===== config.mk =====
export PLATFORM = sky130hd
export DESIGN_NAME = clock_time_range_parser_unit
export DESIGN_NICKNAME = d
export VERILOG_FILES = /design/src/ctrp_pkg.sv /design/src/ctrp_front.sv /design/src/ctrp_queue.sv /design/src/ctrp_back.sv /design/src/clock_time_range_parser_unit.sv
export VERILOG_INCLUDE_DIRS = /design/src /design/src/src
export SDC_FILE = /design/constraint.sdc
export NUM_CORES = 1
export LEC_CHECK = 0
export BUFFER_PORTS_ARGS = -buffer_cell sky130_fd_sc_hd__buf_2
export CAP_MARGIN = 20
export CORE_MARGIN = 2
export CORE_UTILIZATION = 55
export CTS_CLUSTER_DIAMETER = 50
export DETAILED_ROUTE_END_ITERATION = 7
export GPL_ROUTABILITY_DRIVEN = 0
export PLACE_DENSITY_LB_ADDON = 0.12
export RECOVER_POWER = 100
export REMOVE_ABC_BUFFERS = 1
export SYNTH_ARGS = -nofsm -noshare
export SYNTH_HDL_FRONTEND = slang
export SYNTH_SLANG_ARGS = --single-unit

===== constraint.sdc =====
create_clock -name clk_i -period 20.9 [get_ports clk_i]
set_input_delay 5.225 -clock clk_i [delete_from_list [all_inputs] [get_ports clk_i]]
set_output_delay 5.225 -clock clk_i [all_outputs]
set_load 0.03 [all_outputs]

===== src/clock_time_range_parser_unit_assert.svh =====
// ---------------------------------------------------------------------------
// Assertion macros for the clock time range parser unit
// Shared helpers for concurrent checks clocked on clk_i, gated by rst_ni.
// ---------------------------------------------------------------------------
`ifndef CLOCK_TIME_RANGE_PARSER_UNIT_ASSERT_SVH
`define CLOCK_TIME_RANGE_PARSER_UNIT_ASSERT_SVH

// Same-cycle implication.
`define CTRP_ASSERT_IMPL(label, ante, cons, msg) \
  label: assert property (@(posedge clk_i) disable iff (!rst_ni) (ante) |-> (cons)) \
    else $error(msg);

// Next-cycle implication.
`define CTRP_ASSERT_NEXT(label, ante, cons, msg) \
  label: assert property (@(posedge clk_i) disable iff (!rst_ni) (ante) |=> (cons)) \
    else $error(msg);

`endif


===== src/ctrp_pkg.sv =====
// ---------------------------------------------------------------------------
// ctrp_pkg
// Types, constants and the part evaluation function of the time parser.
// ---------------------------------------------------------------------------
`default_nettype none

package ctrp_pkg;

  localparam int unsigned APB_ADDR_W  = 3;
  localparam int unsigned APB_DATA_W  = 32;
  localparam logic        REG_RANGE_MODE = 1'b0;

  localparam int unsigned QUEUE_DEPTH = 2;
  localparam int unsigned QPTR_W      = $clog2(QUEUE_DEPTH);
  localparam int unsigned QCNT_W      = $clog2(QUEUE_DEPTH + 1);

  localparam logic [7:0] CHAR_ZERO = 8'h30;
  localparam logic [7:0] CHAR_NINE = 8'h39;
  localparam logic [7:0] CHAR_DASH = 8'h2D;

  localparam int unsigned MAX_HOUR     = 24;
  localparam int unsigned MAX_MINUTE   = 59;
  localparam int unsigned SECS_PER_MIN = 60;
  localparam int unsigned MINS_PER_HR  = 60;
  localparam int unsigned PART_DIGITS  = 4;
  localparam int unsigned PART_LEN_MAX = 5;

  typedef enum logic [3:0] {
    ERR_OK              = 4'd0,
    ERR_NO_DASH         = 4'd1,
    ERR_LENGTH          = 4'd2,
    ERR_HOUR_NONDIGIT   = 4'd3,
    ERR_HOUR_BIG        = 4'd4,
    ERR_MINUTE_NONDIGIT = 4'd5,
    ERR_MINUTE_BIG      = 4'd6,
    ERR_HOUR24_MINUTES  = 4'd7,
    ERR_ORDER           = 4'd8
  } err_e;

  typedef logic [3:0][3:0] digits_t;

  // Classified character as it travels from the front to the back.
  typedef struct packed {
    logic       split;     // the dash that ends the start part
    logic       last;
    logic       mode;      // range_mode sampled with the character
    logic       nondigit;
    logic [3:0] digit;
  } tok_t;

  typedef struct packed {
    err_e       err;
    logic [4:0] hour;
    logic [5:0] minute;
  } part_res_t;

  typedef struct packed {
    err_e        err;
    logic [4:0]  start_hour;
    logic [5:0]  start_minute;
    logic [4:0]  stop_hour;
    logic [5:0]  stop_minute;
    logic [16:0] range_seconds;
  } res_t;

  // Places the stored characters by part length and runs the checks in order.
  function automatic part_res_t eval_part(digits_t d, logic [3:0] nd, logic [2:0] len);
    digits_t    p;
    logic [3:0] n;
    logic [6:0] h;
    logic [6:0] m;
    part_res_t  r;
    p        = '0;
    n        = '0;
    r.err    = ERR_OK;
    r.hour   = '0;
    r.minute = '0;
    unique case (len)
      3'd1: begin
        p[1] = d[0];
        n[1] = nd[0];
      end
      3'd2: begin
        p[1:0] = d[1:0];
        n[1:0] = nd[1:0];
      end
      3'd3: begin
        p[3:1] = d[2:0];
        n[3:1] = nd[2:0];
      end
      3'd4: begin
        p = d;
        n = nd;
      end
      default: r.err = ERR_LENGTH;
    endcase
    h = 7'd10 * {3'b000, p[0]} + {3'b000, p[1]};
    m = 7'd10 * {3'b000, p[2]} + {3'b000, p[3]};
    priority if (r.err != ERR_OK) begin
      r.err = ERR_LENGTH;
    end else if (n[0] | n[1]) begin
      r.err = ERR_HOUR_NONDIGIT;
    end else if (h > 7'(MAX_HOUR)) begin
      r.err = ERR_HOUR_BIG;
    end else if (n[2] | n[3]) begin
      r.err = ERR_MINUTE_NONDIGIT;
    end else if (m > 7'(MAX_MINUTE)) begin
      r.err = ERR_MINUTE_BIG;
    end else if ((h == 7'(MAX_HOUR)) && (m != 7'd0)) begin
      r.err = ERR_HOUR24_MINUTES;
    end else begin
      r.hour   = h[4:0];
      r.minute = m[5:0];
    end
    return r;
  endfunction

endpackage

`default_nettype wire


===== src/ctrp_front.sv =====
// ---------------------------------------------------------------------------
// ctrp_front
// Accepts characters, classifies them and tracks the splitting dash.
// ---------------------------------------------------------------------------
`default_nettype none

module ctrp_front import ctrp_pkg::*; (
  input  wire logic       clk_i,
  input  wire logic       rst_ni,
  input  wire logic       in_valid_i,
  input  wire logic [7:0] char_code_i,
  input  wire logic       last_char_i,
  input  wire logic       range_mode_i,
  input  wire logic       q_full_i,
  output logic            in_stall_o,
  output logic            push_o,
  output tok_t            tok_o
);

  logic dash_seen_q, dash_seen_d;
  logic is_digit;

  assign is_digit   = (char_code_i >= CHAR_ZERO) && (char_code_i <= CHAR_NINE);
  assign in_stall_o = q_full_i;
  assign push_o     = in_valid_i && !q_full_i;

  always_comb begin
    tok_o.split    = range_mode_i && !dash_seen_q && (char_code_i == CHAR_DASH);
    tok_o.last     = last_char_i;
    tok_o.mode     = range_mode_i;
    tok_o.nondigit = !is_digit;
    tok_o.digit    = is_digit ? 4'(char_code_i - CHAR_ZERO) : 4'd0;
  end

  // Only the first dash of a range splits; the end of the text rearms it.
  always_comb begin
    dash_seen_d = dash_seen_q;
    if (push_o) begin
      if (last_char_i) begin
        dash_seen_d = 1'b0;
      end else if (tok_o.split) begin
        dash_seen_d = 1'b1;
      end
    end
  end

  always_ff @(posedge clk_i or negedge rst_ni) begin
    if (!rst_ni) begin
      dash_seen_q <= 1'b0;
    end else begin
      dash_seen_q <= dash_seen_d;
    end
  end

endmodule

`default_nettype wire


===== src/ctrp_queue.sv =====
// ---------------------------------------------------------------------------
// ctrp_queue
// Short first-in first-out queue of classified characters.
// ---------------------------------------------------------------------------
`default_nettype none

module ctrp_queue import ctrp_pkg::*; (
  input  wire logic clk_i,
  input  wire logic rst_ni,
  input  wire logic push_i,
  input  wire tok_t tok_i,
  input  wire logic pop_i,
  output logic      full_o,
  output logic      valid_o,
  output tok_t      tok_o
);

  tok_t              mem_q [QUEUE_DEPTH];
  logic [QPTR_W-1:0] wr_ptr_q, wr_ptr_d;
  logic [QPTR_W-1:0] rd_ptr_q, rd_ptr_d;
  logic [QCNT_W-1:0] count_q, count_d;
  logic              do_push, do_pop;

  assign full_o  = (count_q == QCNT_W'(QUEUE_DEPTH));
  assign valid_o = (count_q != '0);
  assign tok_o   = mem_q[rd_ptr_q];
  assign do_push = push_i && !full_o;
  assign do_pop  = pop_i && valid_o;

  always_comb begin
    wr_ptr_d = wr_ptr_q;
    rd_ptr_d = rd_ptr_q;
    count_d  = count_q;
    if (do_push) begin
      wr_ptr_d = (wr_ptr_q == QPTR_W'(QUEUE_DEPTH - 1)) ? '0 : wr_ptr_q + 1'b1;
    end
    if (do_pop) begin
      rd_ptr_d = (rd_ptr_q == QPTR_W'(QUEUE_DEPTH - 1)) ? '0 : rd_ptr_q + 1'b1;
    end
    if (do_push && !do_pop) begin
      count_d = count_q + 1'b1;
    end else if (do_pop && !do_push) begin
      count_d = count_q - 1'b1;
    end
  end

  always_ff @(posedge clk_i) begin
    if (do_push) begin
      mem_q[wr_ptr_q] <= tok_i;
    end
  end

  always_ff @(posedge clk_i or negedge rst_ni) begin
    if (!rst_ni) begin
      wr_ptr_q <= '0;
      rd_ptr_q <= '0;
      count_q  <= '0;
    end else begin
      wr_ptr_q <= wr_ptr_d;
      rd_ptr_q <= rd_ptr_d;
      count_q  <= count_d;
    end
  end

endmodule

`default_nettype wire


===== src/ctrp_back.sv =====
// ---------------------------------------------------------------------------
// ctrp_back
// Builds the current part, holds the start outcome and forms the result.
// ---------------------------------------------------------------------------
`default_nettype none

`include "clock_time_range_parser_unit_assert.svh"

module ctrp_back import ctrp_pkg::*; (
  input  wire logic clk_i,
  input  wire logic rst_ni,
  input  wire logic tok_valid_i,
  input  wire tok_t tok_i,
  output logic      pop_o,
  input  wire logic out_stall_i,
  output logic      out_valid_o,
  output res_t      res_o
);

  digits_t    dig_q, dig_d;
  logic [3:0] nd_q, nd_d;
  logic [2:0] len_q, len_d;
  logic       dash_q, dash_d;
  logic [4:0] held_h_q, held_h_d;
  logic [5:0] held_m_q, held_m_d;
  err_e       held_err_q, held_err_d;
  logic       out_valid_q, out_valid_d;
  res_t       res_q, res_d;
  part_res_t  start_res, part_res;
  logic [10:0] t0, t1, diff;

  assign pop_o       = tok_valid_i && !(out_valid_q && out_stall_i);
  assign out_valid_o = out_valid_q;
  assign res_o       = res_q;

  assign start_res = eval_part(dig_q, nd_q, len_q);

  // Part state after this character.
  always_comb begin
    dig_d      = dig_q;
    nd_d       = nd_q;
    len_d      = len_q;
    dash_d     = dash_q;
    held_h_d   = held_h_q;
    held_m_d   = held_m_q;
    held_err_d = held_err_q;
    if (tok_i.split) begin
      held_h_d   = start_res.hour;
      held_m_d   = start_res.minute;
      held_err_d = start_res.err;
      dash_d     = 1'b1;
      dig_d      = '0;
      nd_d       = '0;
      len_d      = '0;
    end else begin
      if (len_q < 3'(PART_DIGITS)) begin
        dig_d[len_q[1:0]] = tok_i.digit;
        nd_d[len_q[1:0]]  = tok_i.nondigit;
      end
      if (len_q < 3'(PART_LEN_MAX)) begin
        len_d = len_q + 3'd1;
      end
    end
  end

  assign part_res = eval_part(dig_d, nd_d, len_d);
  assign t0       = 11'(held_h_d) * 11'(MINS_PER_HR) + 11'(held_m_d);
  assign t1       = 11'(part_res.hour) * 11'(MINS_PER_HR) + 11'(part_res.minute);
  assign diff     = t1 - t0;

  always_comb begin
    res_d = '0;
    if (tok_i.mode) begin
      priority if (!dash_d) begin
        res_d.err = ERR_NO_DASH;
      end else if (held_err_d != ERR_OK) begin
        res_d.err = held_err_d;
      end else if (part_res.err != ERR_OK) begin
        res_d.err = part_res.err;
      end else if (t0 >= t1) begin
        res_d.err = ERR_ORDER;
      end else begin
        res_d.err           = ERR_OK;
        res_d.start_hour    = held_h_d;
        res_d.start_minute  = held_m_d;
        res_d.stop_hour     = part_res.hour;
        res_d.stop_minute   = part_res.minute;
        res_d.range_seconds = 17'(diff) * 17'(SECS_PER_MIN);
      end
    end else begin
      res_d.err          = part_res.err;
      res_d.start_hour   = part_res.hour;
      res_d.start_minute = part_res.minute;
    end
  end

  always_comb begin
    out_valid_d = out_valid_q;
    if (out_valid_q && !out_stall_i) begin
      out_valid_d = 1'b0;
    end
    if (pop_o && tok_i.last) begin
      out_valid_d = 1'b1;
    end
  end

  always_ff @(posedge clk_i) begin
    if (pop_o && tok_i.last) begin
      res_q <= res_d;
    end
  end

  always_ff @(posedge clk_i or negedge rst_ni) begin
    if (!rst_ni) begin
      dig_q       <= '0;
      nd_q        <= '0;
      len_q       <= '0;
      dash_q      <= 1'b0;
      held_h_q    <= '0;
      held_m_q    <= '0;
      held_err_q  <= ERR_OK;
      out_valid_q <= 1'b0;
    end else begin
      out_valid_q <= out_valid_d;
      if (pop_o) begin
        if (tok_i.last) begin
          dig_q      <= '0;
          nd_q       <= '0;
          len_q      <= '0;
          dash_q     <= 1'b0;
          held_h_q   <= '0;
          held_m_q   <= '0;
          held_err_q <= ERR_OK;
        end else begin
          dig_q      <= dig_d;
          nd_q       <= nd_d;
          len_q      <= len_d;
          dash_q     <= dash_d;
          held_h_q   <= held_h_d;
          held_m_q   <= held_m_d;
          held_err_q <= held_err_d;
        end
      end
    end
  end

  `CTRP_ASSERT_IMPL(a_err_zero_fields,
    out_valid_q && (res_q.err != ERR_OK),
    (res_q.start_hour == '0) && (res_q.start_minute == '0) && (res_q.stop_hour == '0) &&
    (res_q.stop_minute == '0) && (res_q.range_seconds == '0),
    "ctrp_back: result fields not zero on error")
  `CTRP_ASSERT_IMPL(a_len_sat, 1'b1, len_q <= 3'(PART_LEN_MAX),
    "ctrp_back: part length beyond saturation")
  `CTRP_ASSERT_IMPL(a_no_pop_blocked, pop_o, !(out_valid_q && out_stall_i),
    "ctrp_back: item taken while a result is blocked")
  `CTRP_ASSERT_NEXT(a_last_clears, pop_o && tok_i.last,
    (len_q == '0) && !dash_q && (held_err_q == ERR_OK),
    "ctrp_back: state not cleared after the last character")

endmodule

`default_nettype wire


===== src/clock_time_range_parser_unit.sv =====
// ---------------------------------------------------------------------------
// clock_time_range_parser_unit
// Parses a clock time or a start-dash-stop time range from a byte stream.
// ---------------------------------------------------------------------------
//
//   Channel   Direction  Handshake               Payload
//   input     in         in_valid_i/in_stall_o   char_code_i, last_char_i
//   output    out        out_valid_o/out_stall_i error_code_o, start/stop times,
//                                                range_seconds_o
//   config    in         psel/penable/pwrite     range_mode at byte address 0
//
// One character request is taken per cycle while the queue is not full; the
// result of a text is ready in the cycle after its last character is accepted
// by the back end; a character from the input port passes the queue first.
// While a result is blocked the back end takes no requests, so the two-entry
// queue fills and then stalls the input.
// Reset clears the parse state, the queue and the output valid, and sets
// range_mode to one. No clearing pass is needed after reset.
//
`default_nettype none

module clock_time_range_parser_unit import ctrp_pkg::*; (
  input  wire logic                  clk_i,
  input  wire logic                  rst_ni,
  // Character requests.
  input  wire logic                  in_valid_i,
  output logic                       in_stall_o,
  input  wire logic [7:0]            char_code_i,
  input  wire logic                  last_char_i,
  // Results.
  output logic                       out_valid_o,
  input  wire logic                  out_stall_i,
  output logic [3:0]                 error_code_o,
  output logic [4:0]                 start_hour_o,
  output logic [5:0]                 start_minute_o,
  output logic [4:0]                 stop_hour_o,
  output logic [5:0]                 stop_minute_o,
  output logic [16:0]                range_seconds_o,
  // Register port.
  input  wire logic                  psel,
  input  wire logic                  penable,
  input  wire logic                  pwrite,
  input  wire logic [APB_ADDR_W-1:0] paddr,
  input  wire logic [APB_DATA_W-1:0] pwdata,
  output logic [APB_DATA_W-1:0]      prdata,
  output logic                       pready
);

  logic range_mode_q, range_mode_d;
  logic reg_write, reg_hit;

  logic q_full, q_valid, push, pop;
  tok_t front_tok, queue_tok;
  res_t res;

  // The register port has no wait states. Word index is paddr[2]; the low
  // byte-offset bits are ignored.
  assign pready    = 1'b1;
  assign reg_hit   = (paddr[2] == REG_RANGE_MODE);
  assign reg_write = psel && penable && pwrite && pready;

  always_comb begin
    range_mode_d = range_mode_q;
    if (reg_write && reg_hit) begin
      range_mode_d = pwdata[0];
    end
  end

  always_comb begin
    prdata = '0;
    if (reg_hit) begin
      prdata[0] = range_mode_q;
    end
  end

  always_ff @(posedge clk_i or negedge rst_ni) begin
    if (!rst_ni) begin
      range_mode_q <= 1'b1;
    end else begin
      range_mode_q <= range_mode_d;
    end
  end

  // Front end: classifies each character and marks the splitting dash, so the
  // back end sees a self-contained request that carries its own mode bit.
  ctrp_front u_front (
    .clk_i        (clk_i),
    .rst_ni       (rst_ni),
    .in_valid_i   (in_valid_i),
    .char_code_i  (char_code_i),
    .last_char_i  (last_char_i),
    .range_mode_i (range_mode_q),
    .q_full_i     (q_full),
    .in_stall_o   (in_stall_o),
    .push_o       (push),
    .tok_o        (front_tok)
  );

  // The queue decouples the two ends so each can stall on its own.
  ctrp_queue u_queue (
    .clk_i   (clk_i),
    .rst_ni  (rst_ni),
    .push_i  (push),
    .tok_i   (front_tok),
    .pop_i   (pop),
    .full_o  (q_full),
    .valid_o (q_valid),
    .tok_o   (queue_tok)
  );

  // Back end: accumulates the part, fixes the start outcome on the dash and
  // evaluates the complete text on its last character.
  ctrp_back u_back (
    .clk_i       (clk_i),
    .rst_ni      (rst_ni),
    .tok_valid_i (q_valid),
    .tok_i       (queue_tok),
    .pop_o       (pop),
    .out_stall_i (out_stall_i),
    .out_valid_o (out_valid_o),
    .res_o       (res)
  );

  assign error_code_o    = res.err;
  assign start_hour_o    = res.start_hour;
  assign start_minute_o  = res.start_minute;
  assign stop_hour_o     = res.stop_hour;
  assign stop_minute_o   = res.stop_minute;
  assign range_seconds_o = res.range_seconds;

endmodule

`default_nettype wire


==> results of run 1 <==
-- registers in the layout (all words and copies together), names as in the netlist --
| name | count |
|---|---|
| range_mode_q | 1 |
| u_back.held_err_q | 4 |
| u_queue.mem_q | 16 |
| u_queue.count_q | 2 |
| u_queue.wr_ptr_q | 1 |
| u_back.out_valid_o | 1 |
| u_back.len_q | 3 |
| u_back.held_m_q | 6 |
| u_queue.rd_ptr_q | 1 |
| u_back.nd_q | 4 |
| u_back.held_h_q | 5 |
| u_back.dig_q | 16 |
| u_front.dash_seen_q | 1 |
| u_back.dash_q | 1 |
| u_back.res_o | 41 |
-- worst reg2reg max path: cells and delay by family (launching register included) --
| kind | cells | cell delay [ns] |
|---|---|---|
| compound gates | 8 | 2.91 |
| buf+inv | 7 | 0.79 |
| flops | 1 | 0.69 |
| simple gates | 12 | 3.07 |
| fa+ha+maj | 11 | 4.35 |
| mux | 1 | 0.17 |
| xor+xnor | 4 | 0.61 |
-- logic make-up (layout without fill, tap and decap cells) --
logic type                 count (synthesis)  in the layout
other                                      2             34
adders and majority gates                126            126
muxes                                     26             26
AOI/OAI and AO/OA                        249            249
xor gates and xnor gates                  64             64
buffers and inverters                    155            177
and+or+nand+nor                          294            294
DFF                                      103            103
-- cell type report --
cell class / instances / area, sq um
fillers: 1591 / 7041
multi-input cells: 793 / 6008
flip-flops and latches: 103 / 2864
inverters: 93 / 349.1
repair buffers: 68 / 285.3
well taps: 225 / 281.5
clock buffers: 9 / 225.2
clock inverters: 7 / 62.56
-- stage by stage --
step | utilization [%] | setup WS (ns) | cells | area, sq um
after floorplan | - | 9.675 | 989 | 9243
after global placement | 57.73 | 8.902 | 1281 | 9882
after detailed placement | 57.73 | 8.677 | 1281 | 9882
after CTS | 59.42 | 8.641 | 1297 | 10170
after global routing | 58.87 | 7.179 | 1298 | 10080
final | 58.87 | 7.977 | 1298 | 10080
-- synthesized netlist by cell type (9+ instances only) --
| cell | count | area (sq um) |
|---|---|---|
| inv_1 | 93 | 349.1 |
| ha_1 | 90 | 1126 |
| nor2_1 | 71 | 266.5 |
| nand2_1 | 70 | 262.8 |
| o21ai_0 | 63 | 315.3 |
| edfxtp_1 | 57 | 1712 |
| a21oi_1 | 51 | 255.2 |
| dfrtp_1 | 45 | 1126 |
| xnor2_1 | 38 | 332.8 |
| buf_4 | 37 | 277.8 |
| fa_1 | 36 | 720.7 |
| xor2_1 | 25 | 219.0 |
| a21o_1 | 20 | 150.1 |
| nand3_1 | 18 | 90.09 |
| nor2b_1 | 18 | 112.6 |
| a22o_1 | 17 | 148.9 |
| nand2b_1 | 17 | 106.4 |
| o22ai_1 | 15 | 93.84 |
| and2_1 | 14 | 87.58 |
| mux2i_1 | 14 | 140.1 |
| nor3_1 | 14 | 70.07 |
| clkbuf_1 | 13 | 48.80 |
| and3_1 | 12 | 75.07 |
| or2_2 | 12 | 75.07 |
| mux2_2 | 10 | 112.6 |
| nand4_1 | 10 | 62.56 |
| or3_1 | 9 | 56.30 |
-- how the worst min path moves through the flow --
| stage | cells past startpoint | start | slack (ns) | end |
|---|---|---|---|---|
| 6_report | 1 | u_queue.wr_ptr_q | 0.48 | u_queue.wr_ptr_q |
| 2_1_floorplan | 2 | u_back.held_err_q[1] | 0.44 | u_back.held_err_q[1] |
| 3_5_place_dp | 2 | u_back.held_m_q[1] | 0.47 | u_back.held_m_q[1] |
| 3_3_place_gp | 2 | u_back.held_err_q[1] | 0.46 | u_back.held_err_q[1] |
| 4_1_cts | 2 | u_back.held_m_q[1] | 0.49 | u_back.held_m_q[1] |
| 5_1_grt | 2 | u_back.held_h_q[4] | 0.52 | u_back.held_h_q[4] |
-- metal layers --
| layer | routed length (microns) | GRT usage [%] | vias to the layer above |
|---|---|---|---|
| met5 | 0 | 0 | - |
| met2 | 9859 | 39.37 | 244 |
| met4 | 255 | 5.729 | 0 |
| li1 | - | - | 3649 |
| met1 | 10630 | 37.39 | 3612 |
| met3 | 1433 | 3.404 | 18 |
==> out/qor.csv, run 1 <==
stage,metric,value,unit
timing,rsz0062_at_grt,false,
outcome,status,finished with violations,
timing,slew_violations,115,
critical_path,r2r-end,u_back.res_o[15],
floorplanning,fp-row-count,48,
clocking,cts_buffers,9,
synth,synth_area,9533,sq um
timing,setup_tns,0,ns
critical_path,critical_path.endpoint,u_back.res_o[15],
timing,setup_violations,0,
detailed_routing,drc,0,
clocking,post_cts_buffers,0,
global_routing,grt_pass1_wl,36490,microns
critical_path,cp_top_family,adder cells,
critical_path,arrival,12.99,ns
layout,drive_gt1_share,6.617,%
critical_path,end_kind,flip-flop,
critical_path,cp-start-kind,flip-flop,
critical_path,slowest_stage,o311ai_0,
clocking,postCtsResizedCells,0,
synth,ys_async_sr_fraction,44.66,%
synth,ys.warnings.count,0,
clocking,worstSkewPairLatency,0.36,ns
clocking,clk_pin_slew_worst_paths,0.08,ns
clocking,root_buffer,clkbuf_16,
clocking,clock_path_buffers,2,
timing,min_period,12.92,ns
global_routing,grt_use_total,25.23,%
layout,area.growth.synth_to_final,5.696,%
layout,layout_common_cells,"inv_1 (93), ha_1 (90), nand2_1 (71), nor2_1 (70), o21ai_0 (63)",
clocking,postCtsHoldBufs,0,
global_routing,antenna_found_initial,0,
critical_path,r2r.worst_path.cells,43,
critical_path,crit_fanout,19,
detailed_routing,vias,7523,
critical_path,r2r-start,u_back.len_q[2],
clocking,clkSinkCount,103,
synth,synth-adder-area-share,19.37,%
synth,synth_compound_area_share,17.80,%
timing,tightest_slew,2.432,ns
layout,layout.cells.most_common,inv_1,
detailed_routing,wl,22180,microns
floorplanning,die_x,135.7,microns
timing,slew_headroom,-62.12,%
timing,hold_slack,0.4849,ns
layout,diodes,0,
timing,fin_skew,0.008039,ns
timing,fmax,77.38,MHz
detailed_routing,first_iter_violations,515,
detailed_routing,first_pass_iters,5,
global_routing,grt_pass1_vias,7133,
global_routing,grt.overflow.total,0,
floorplanning,core,17120,sq um
global_routing,grt_max_degree,47,
floorplanning,pin_count,129,
floorplanning,die_h,135.7,microns
synth,ys_ff_latch,103,
timing,final-hold-violation-count,0,
synth,seq_area_frac_synth,30.04,%
critical_path,crit_type,flip-flop to flip-flop,
outcome,violations,"capacitance limit, slew limit",
run,cap_violations,3,
clocking,tritoncts,built,
critical_path,critPathRequiredTime,20.97,ns
synth,postSynthCellCount,1019,
synth,synth_edf_count,57,
timing,fin_crit_sh,61.83,%
critical_path,startpoint,u_back.len_q[2],
synth,ys.flop_type,edfxtp_1,
critical_path,r2r_slack,7.98,ns
detailed_routing,wl_per_cell,17.09,microns
critical_path,worst-path-stages,43,
critical_path,crit_buf_inv,7,
synth,synth-simple-area-share,15.83,%
floorplanning,die_area,18400,sq um
clocking,cts_htree_levels,3,
detailed_routing,via_per_inst,5.796,
layout,nNetsFinal,1245,
place,io_buffers,61,
synth,synth_top_family_by_area,adder cells,
hold_path,hp-class,flip-flop to flip-flop,
detailed_routing,drtAntennaViolNets,0,
place,dp_hpwl,16930,microns
synth,syn_avg_cell_area,9.355,sq um
synth,synth_xor_area_share,5.959,%
synth,yosysUniqueCellTypes,84,
synth,synthMuxAreaShare,2.953,%
floorplanning,start_util,55.69,%
critical_path,crit_path_max_incr_delay,1.02,ns
Power of run 1 is not shown: default switching activity piles up to over one toggle a cycle in this logic, so the estimate is an artifact.
==> run 2, diff against run 1 <==
clock period = 13.4 ns   (was 20.9 ns; I/O delays follow)
==> out/qor.csv, run 2 (synthesis gave the netlist of run 1 again) <==
stage,metric,value,unit,change
clocking,worstSkewPairLatency,0.36,ns,about the same
floorplanning,fp-row-count,48,,unchanged
detailed_routing,wl_per_cell,17.16,microns,was 17.09 microns
floorplanning,die_x,135.7,microns,unchanged
floorplanning,die_h,135.7,microns,unchanged
outcome,violations,"capacitance limit, slew limit",,unchanged
critical_path,cp_top_family,adder cells,,unchanged
layout,fillCellCount,1570,,was 1591
layout,largest_reg_flops,41,,unchanged
detailed_routing,drc,0,,unchanged
clocking,clkSinkCount,103,,unchanged
critical_path,crit_fanout,19,,unchanged
timing,slew_headroom,-62.71,%,was -62.12%
layout,drive_gt1_share,6.710,%,was 6.617%
clocking,tritoncts,built,,unchanged
critical_path,arrival,12.44,ns,was 12.99 ns
hold_path,hp-class,flip-flop to flip-flop,,unchanged
clocking,postCtsResizedCells,0,,unchanged
critical_path,end_kind,flip-flop,,unchanged
clocking,root_buffer,clkbuf_16,,unchanged
critical_path,slowest_stage,o311ai_1,,was o311ai_0
layout,diodes,0,,unchanged
layout,nNetsFinal,1245,,unchanged
timing,setup_violations,0,,unchanged
timing,fin_skew,0.009061,ns,was 0.008039 ns
clocking,post_cts_buffers,0,,unchanged
layout,area.growth.synth_to_final,5.710,%,was 5.696%
critical_path,critPathRequiredTime,13.46,ns,was 20.97 ns
critical_path,r2r.worst_path.cells,43,,unchanged
critical_path,crit_buf_inv,7,,unchanged
hold_path,hold_depth,2,,was 1
floorplanning,die_area,18400,sq um,unchanged
floorplanning,start_util,55.69,%,unchanged
clocking,clk_pin_slew_worst_paths,0.07,ns,was 0.08 ns
timing,final-hold-violation-count,0,,unchanged
clocking,clock_path_buffers,2,,unchanged
timing,fin_crit_sh,92.38,%,was 61.83%
outcome,status,finished with violations,,unchanged
critical_path,r2r_slack,1.02,ns,was 7.98 ns
global_routing,antenna_found_initial,0,,unchanged
critical_path,cp-start-kind,flip-flop,,unchanged
place,io_buffers,61,,unchanged
detailed_routing,drtAntennaViolNets,0,,unchanged
global_routing,grt.overflow.total,0,,unchanged
hold_path,min_from,u_back.held_err_q[1],,was u_queue.wr_ptr_q
global_routing,grt_use_total,24.74,%,was 25.23%
run,cap_violations,2,,was 3
timing,slew_violations,80,,was 115
timing,rsz0062_at_grt,false,,unchanged
layout,layout.cells.most_common,inv_1,,unchanged
floorplanning,core,17120,sq um,unchanged
timing,setup_tns,0,ns,unchanged
critical_path,crit_type,flip-flop to flip-flop,,unchanged
detailed_routing,via_per_inst,5.799,,was 5.796
detailed_routing,vias,7527,,was 7523
layout,fin_util,58.87,%,about the same
critical_path,crit_path_max_incr_delay,0.70,ns,was 1.02 ns
clocking,cts_htree_levels,3,,unchanged
floorplanning,pin_count,129,,unchanged
critical_path,r2r-start,u_back.len_q[2],,unchanged
detailed_routing,first_iter_violations,507,,was 515
place,dp_hpwl,17110,microns,was 16930 microns
layout,layout_common_cells,"inv_1 (93), ha_1 (90), nand2_1 (70), nor2_1 (70), o21ai_0 (63)",,"was inv_1 (93), ha_1 (90), nand2_1 (71), nor2_1 (70), o21ai_0 (63)"
timing,fmax,80.78,MHz,was 77.38 MHz
clocking,cts_buffers,9,,unchanged
critical_path,r2r-end,u_back.res_o[15],,unchanged
timing,tightest_slew,2.441,ns,was 2.432 ns
timing,min_period,12.38,ns,was 12.92 ns
detailed_routing,wl,22270,microns,was 22180 microns
global_routing,grt_max_degree,47,,unchanged
detailed_routing,first_pass_iters,5,,unchanged
hold_path,hold_path_end,u_back.held_err_q[1],,was u_queue.wr_ptr_q
clocking,postCtsHoldBufs,0,,unchanged
global_routing,grt_pass1_wl,35690,microns,was 36490 microns
global_routing,grt_pass1_vias,7025,,was 7133
## run 2: metal layers
metal,GRT usage [%],vias to the layer above,part of all wire (%)
met2,38.64,267,44
met1,35.48,3581,47
met3,4.938,33,7.8
met5,0,-,0
li1,-,3646,-
met4,5.961,0,2.0
## run 2: how the worst max path moves through the flow
| stage | startpoint | to | slack (ns) | cells past startpoint |
|---|---|---|---|---|
| 6_report | u_back.len_q[2] | u_back.res_o[15] | 1.02 | 43 |
| 5_1_grt | u_back.len_q[2] | u_back.res_o[15] | 0.30 | 43 |
| 4_1_cts | u_back.len_q[2] | u_back.res_o[15] | 1.14 | 43 |
| 3_5_place_dp | u_back.len_q[2] | u_back.res_o[15] | 1.18 | 43 |
| 3_3_place_gp | u_back.len_q[2] | u_back.res_o[15] | 1.41 | 43 |
| 2_1_floorplan | u_queue.rd_ptr_q | u_back.res_o[15] | 2.18 | 41 |
## run 2: worst min-delay path, cell delays in order (launching register included)
cell and delay (ns):
dfrtp_1 0.34, nand2_1 0.04, o21ai_0 0.06
## run 2: metrics by stage
stage / std cells / area, sq um / worst slack (ns) / hold WS [ns]
floorplan: 989 / 9243 / 2.175 / 0.4413
global placement: 1281 / 9882 / 1.413 / 0.4574
detailed placement: 1281 / 9882 / 1.180 / 0.4622
CTS: 1297 / 10170 / 1.136 / 0.4787
global route: 1298 / 10080 / 0.3035 / 0.5038
finish: 1298 / 10080 / 1.021 / 0.4772
## run 2: final cells by class
class | instances | area, sq um | share of cell area, %
Clock inverter | 7 | 62.56 | 0.6208
Inverter | 93 | 349.1 | 3.464
Sequential cell | 103 | 2864 | 28.42
Tap cell | 225 | 281.5 | 2.794
Multi-Input combinational cell | 793 | 6010 | 59.63
Clock buffer | 9 | 225.2 | 2.235
Timing Repair Buffer | 68 | 285.3 | 2.831
Power of run 2 is left out for the same reason.
==> run 3, diff against run 2 <==
clock period = 15.7 ns   (was 13.4 ns; I/O delays follow)
==> out/qor.csv, run 3 (synthesis gave the netlist of run 1 again) <==
stage,metric,value,unit,change
detailed_routing,wl_per_cell,17.01,microns,was 17.16 microns
timing,worst_slack,2.858,ns,was 1.021 ns
clocking,post_cts_buffers,0,,unchanged
floorplanning,start_util,55.69,%,unchanged
timing,slew_violations,121,,was 80
critical_path,critPathRequiredTime,15.77,ns,was 13.46 ns
timing,setup_violations,0,,unchanged
critical_path,crit_type,flip-flop to flip-flop,,unchanged
run,cap_violations,3,,was 2
clocking,clk_pin_slew_worst_paths,0.08,ns,was 0.07 ns
timing,setup_tns,0,ns,unchanged
clocking,clkSinkCount,103,,unchanged
detailed_routing,first_pass_iters,5,,unchanged
floorplanning,core,17120,sq um,unchanged
timing,tightest_slew,2.686,ns,was 2.441 ns
floorplanning,fp-row-count,48,,unchanged
global_routing,antenna_found_initial,1,,was 0
critical_path,crit_buf_inv,7,,unchanged
layout,nNetsFinal,1245,,unchanged
critical_path,cp-start-kind,flip-flop,,unchanged
global_routing,grt.overflow.total,0,,unchanged
layout,layout.cells.most_common,inv_1,,unchanged
place,pre_cts_ws,3.489,ns,was 1.180 ns
floorplanning,die_x,135.7,microns,unchanged
detailed_routing,via_per_inst,5.783,,was 5.799
layout,largest_reg_flops,41,,unchanged
timing,fmax,77.87,MHz,was 80.78 MHz
detailed_routing,first_iter_violations,568,,was 507
layout,layout_common_cells,"inv_1 (93), ha_1 (90), nand2_1 (71), nor2_1 (70), o21ai_0 (63)",,"was inv_1 (93), ha_1 (90), nand2_1 (70), nor2_1 (70), o21ai_0 (63)"
hold_path,hp-class,flip-flop to flip-flop,,unchanged
detailed_routing,vias,7506,,was 7527
layout,layoutNonFillerInstCount,1298,,unchanged
clocking,clock_path_buffers,2,,unchanged
clocking,cts_buffers,9,,unchanged
layout,drive_gt1_share,6.617,%,was 6.710%
clocking,cts_htree_levels,3,,unchanged
critical_path,slowest_stage,o311ai_0,,was o311ai_1
place,io_buffers,61,,unchanged
timing,min_period,12.84,ns,was 12.38 ns
clocking,worstSkewPairLatency,0.36,ns,about the same
timing,fin_skew,0.006612,ns,was 0.009061 ns
floorplanning,die_area,18400,sq um,unchanged
clocking,tritoncts,built,,unchanged
place,dp_hpwl,16940,microns,was 17110 microns
clocking,root_buffer,clkbuf_16,,unchanged
detailed_routing,drtAntennaViolNets,0,,unchanged
outcome,status,finished with violations,,unchanged
critical_path,crit_path_max_incr_delay,0.93,ns,was 0.70 ns
clocking,postCtsHoldBufs,0,,unchanged
critical_path,arrival,12.91,ns,was 12.44 ns
detailed_routing,drc,0,,unchanged
critical_path,crit_fanout,19,,unchanged
timing,slew_headroom,-79.04,%,was -62.71%
global_routing,grt_max_degree,47,,unchanged
layout,diodes,0,,unchanged
floorplanning,pin_count,129,,unchanged
clocking,postCtsResizedCells,0,,unchanged
critical_path,end_kind,flip-flop,,unchanged
place,dp.cells,1282,,was 1281
timing,fin_crit_sh,81.80,%,was 92.38%
global_routing,grt_use_total,25.05,%,was 24.74%
timing,final-hold-violation-count,0,,unchanged
global_routing,grt_pass1_vias,6967,,was 7025
global_routing,grt_pass1_wl,35870,microns,was 35690 microns
critical_path,cp_top_family,adder cells,,unchanged
layout,area.growth.synth_to_final,5.696,%,was 5.710%
detailed_routing,wl,22070,microns,was 22270 microns
outcome,violations,"capacitance limit, slew limit",,unchanged
floorplanning,die_h,135.7,microns,unchanged
timing,rsz0062_at_grt,false,,unchanged
-- run 3: per-stage QoR --
stage / util, % / instance area (sq um) / hold WS [ns]
after global routing: 58.87 / 10080 / 0.4966
after detailed placement: 57.78 / 9889 / 0.4624
after global placement: 57.78 / 9889 / 0.4591
after CTS: 59.46 / 10180 / 0.4803
final: 58.87 / 10080 / 0.4744
after floorplan: - / 9243 / 0.4413
-- run 3: worst register-to-register path: cells and delay by family, from the launching register on --
family                     cells  cell delay (ns)
xor gates and xnor gates       4             0.55
DFF                            1             0.69
muxes                          1             0.16
buffers and inverters          7             0.77
AOI/OAI and AO/OA              7             2.57
adders and majority gates     11             4.28
and+or+nand+nor               13             3.55
-- run 3: cell type report --
type                    count  area, sq um
multi-input cells         793         6008
clock buffers               9        225.2
well taps                 225        281.5
repair buffers             68        285.3
flip-flops and latches    103         2864
inverters                  93        349.1
clock inverters             7        62.56
fillers                  1562         7041
-- run 3: path summary, 6_finish.rpt --
path                       cells after the start  slack (ns)              endpoint                 start
setup reg to reg                              43        2.86      u_back.res_o[15]       u_back.len_q[2]
max in group asynchronous                      2        9.67    u_back.held_h_q[2]                rst_ni
hold / removal                                 2        0.47  u_back.held_err_q[1]  u_back.held_err_q[1]
min in group asynchronous                      2        4.50      u_queue.wr_ptr_q                rst_ni
hold reg to reg                                2        0.47  u_back.held_err_q[1]  u_back.held_err_q[1]
setup / recovery                              43        2.86      u_back.res_o[15]       u_back.len_q[2]
-- run 3: layer usage --
metal / track usage, % / routed length, microns / vias to the layer above
met5: 0 / 12 / -
met4: 7.465 / 441 / 2
li1: - / - / 3661
met3: 3.629 / 1630 / 38
met2: 38.69 / 9556 / 262
met1: 36.57 / 10430 / 3543
Power of run 3 is left out for the same reason.
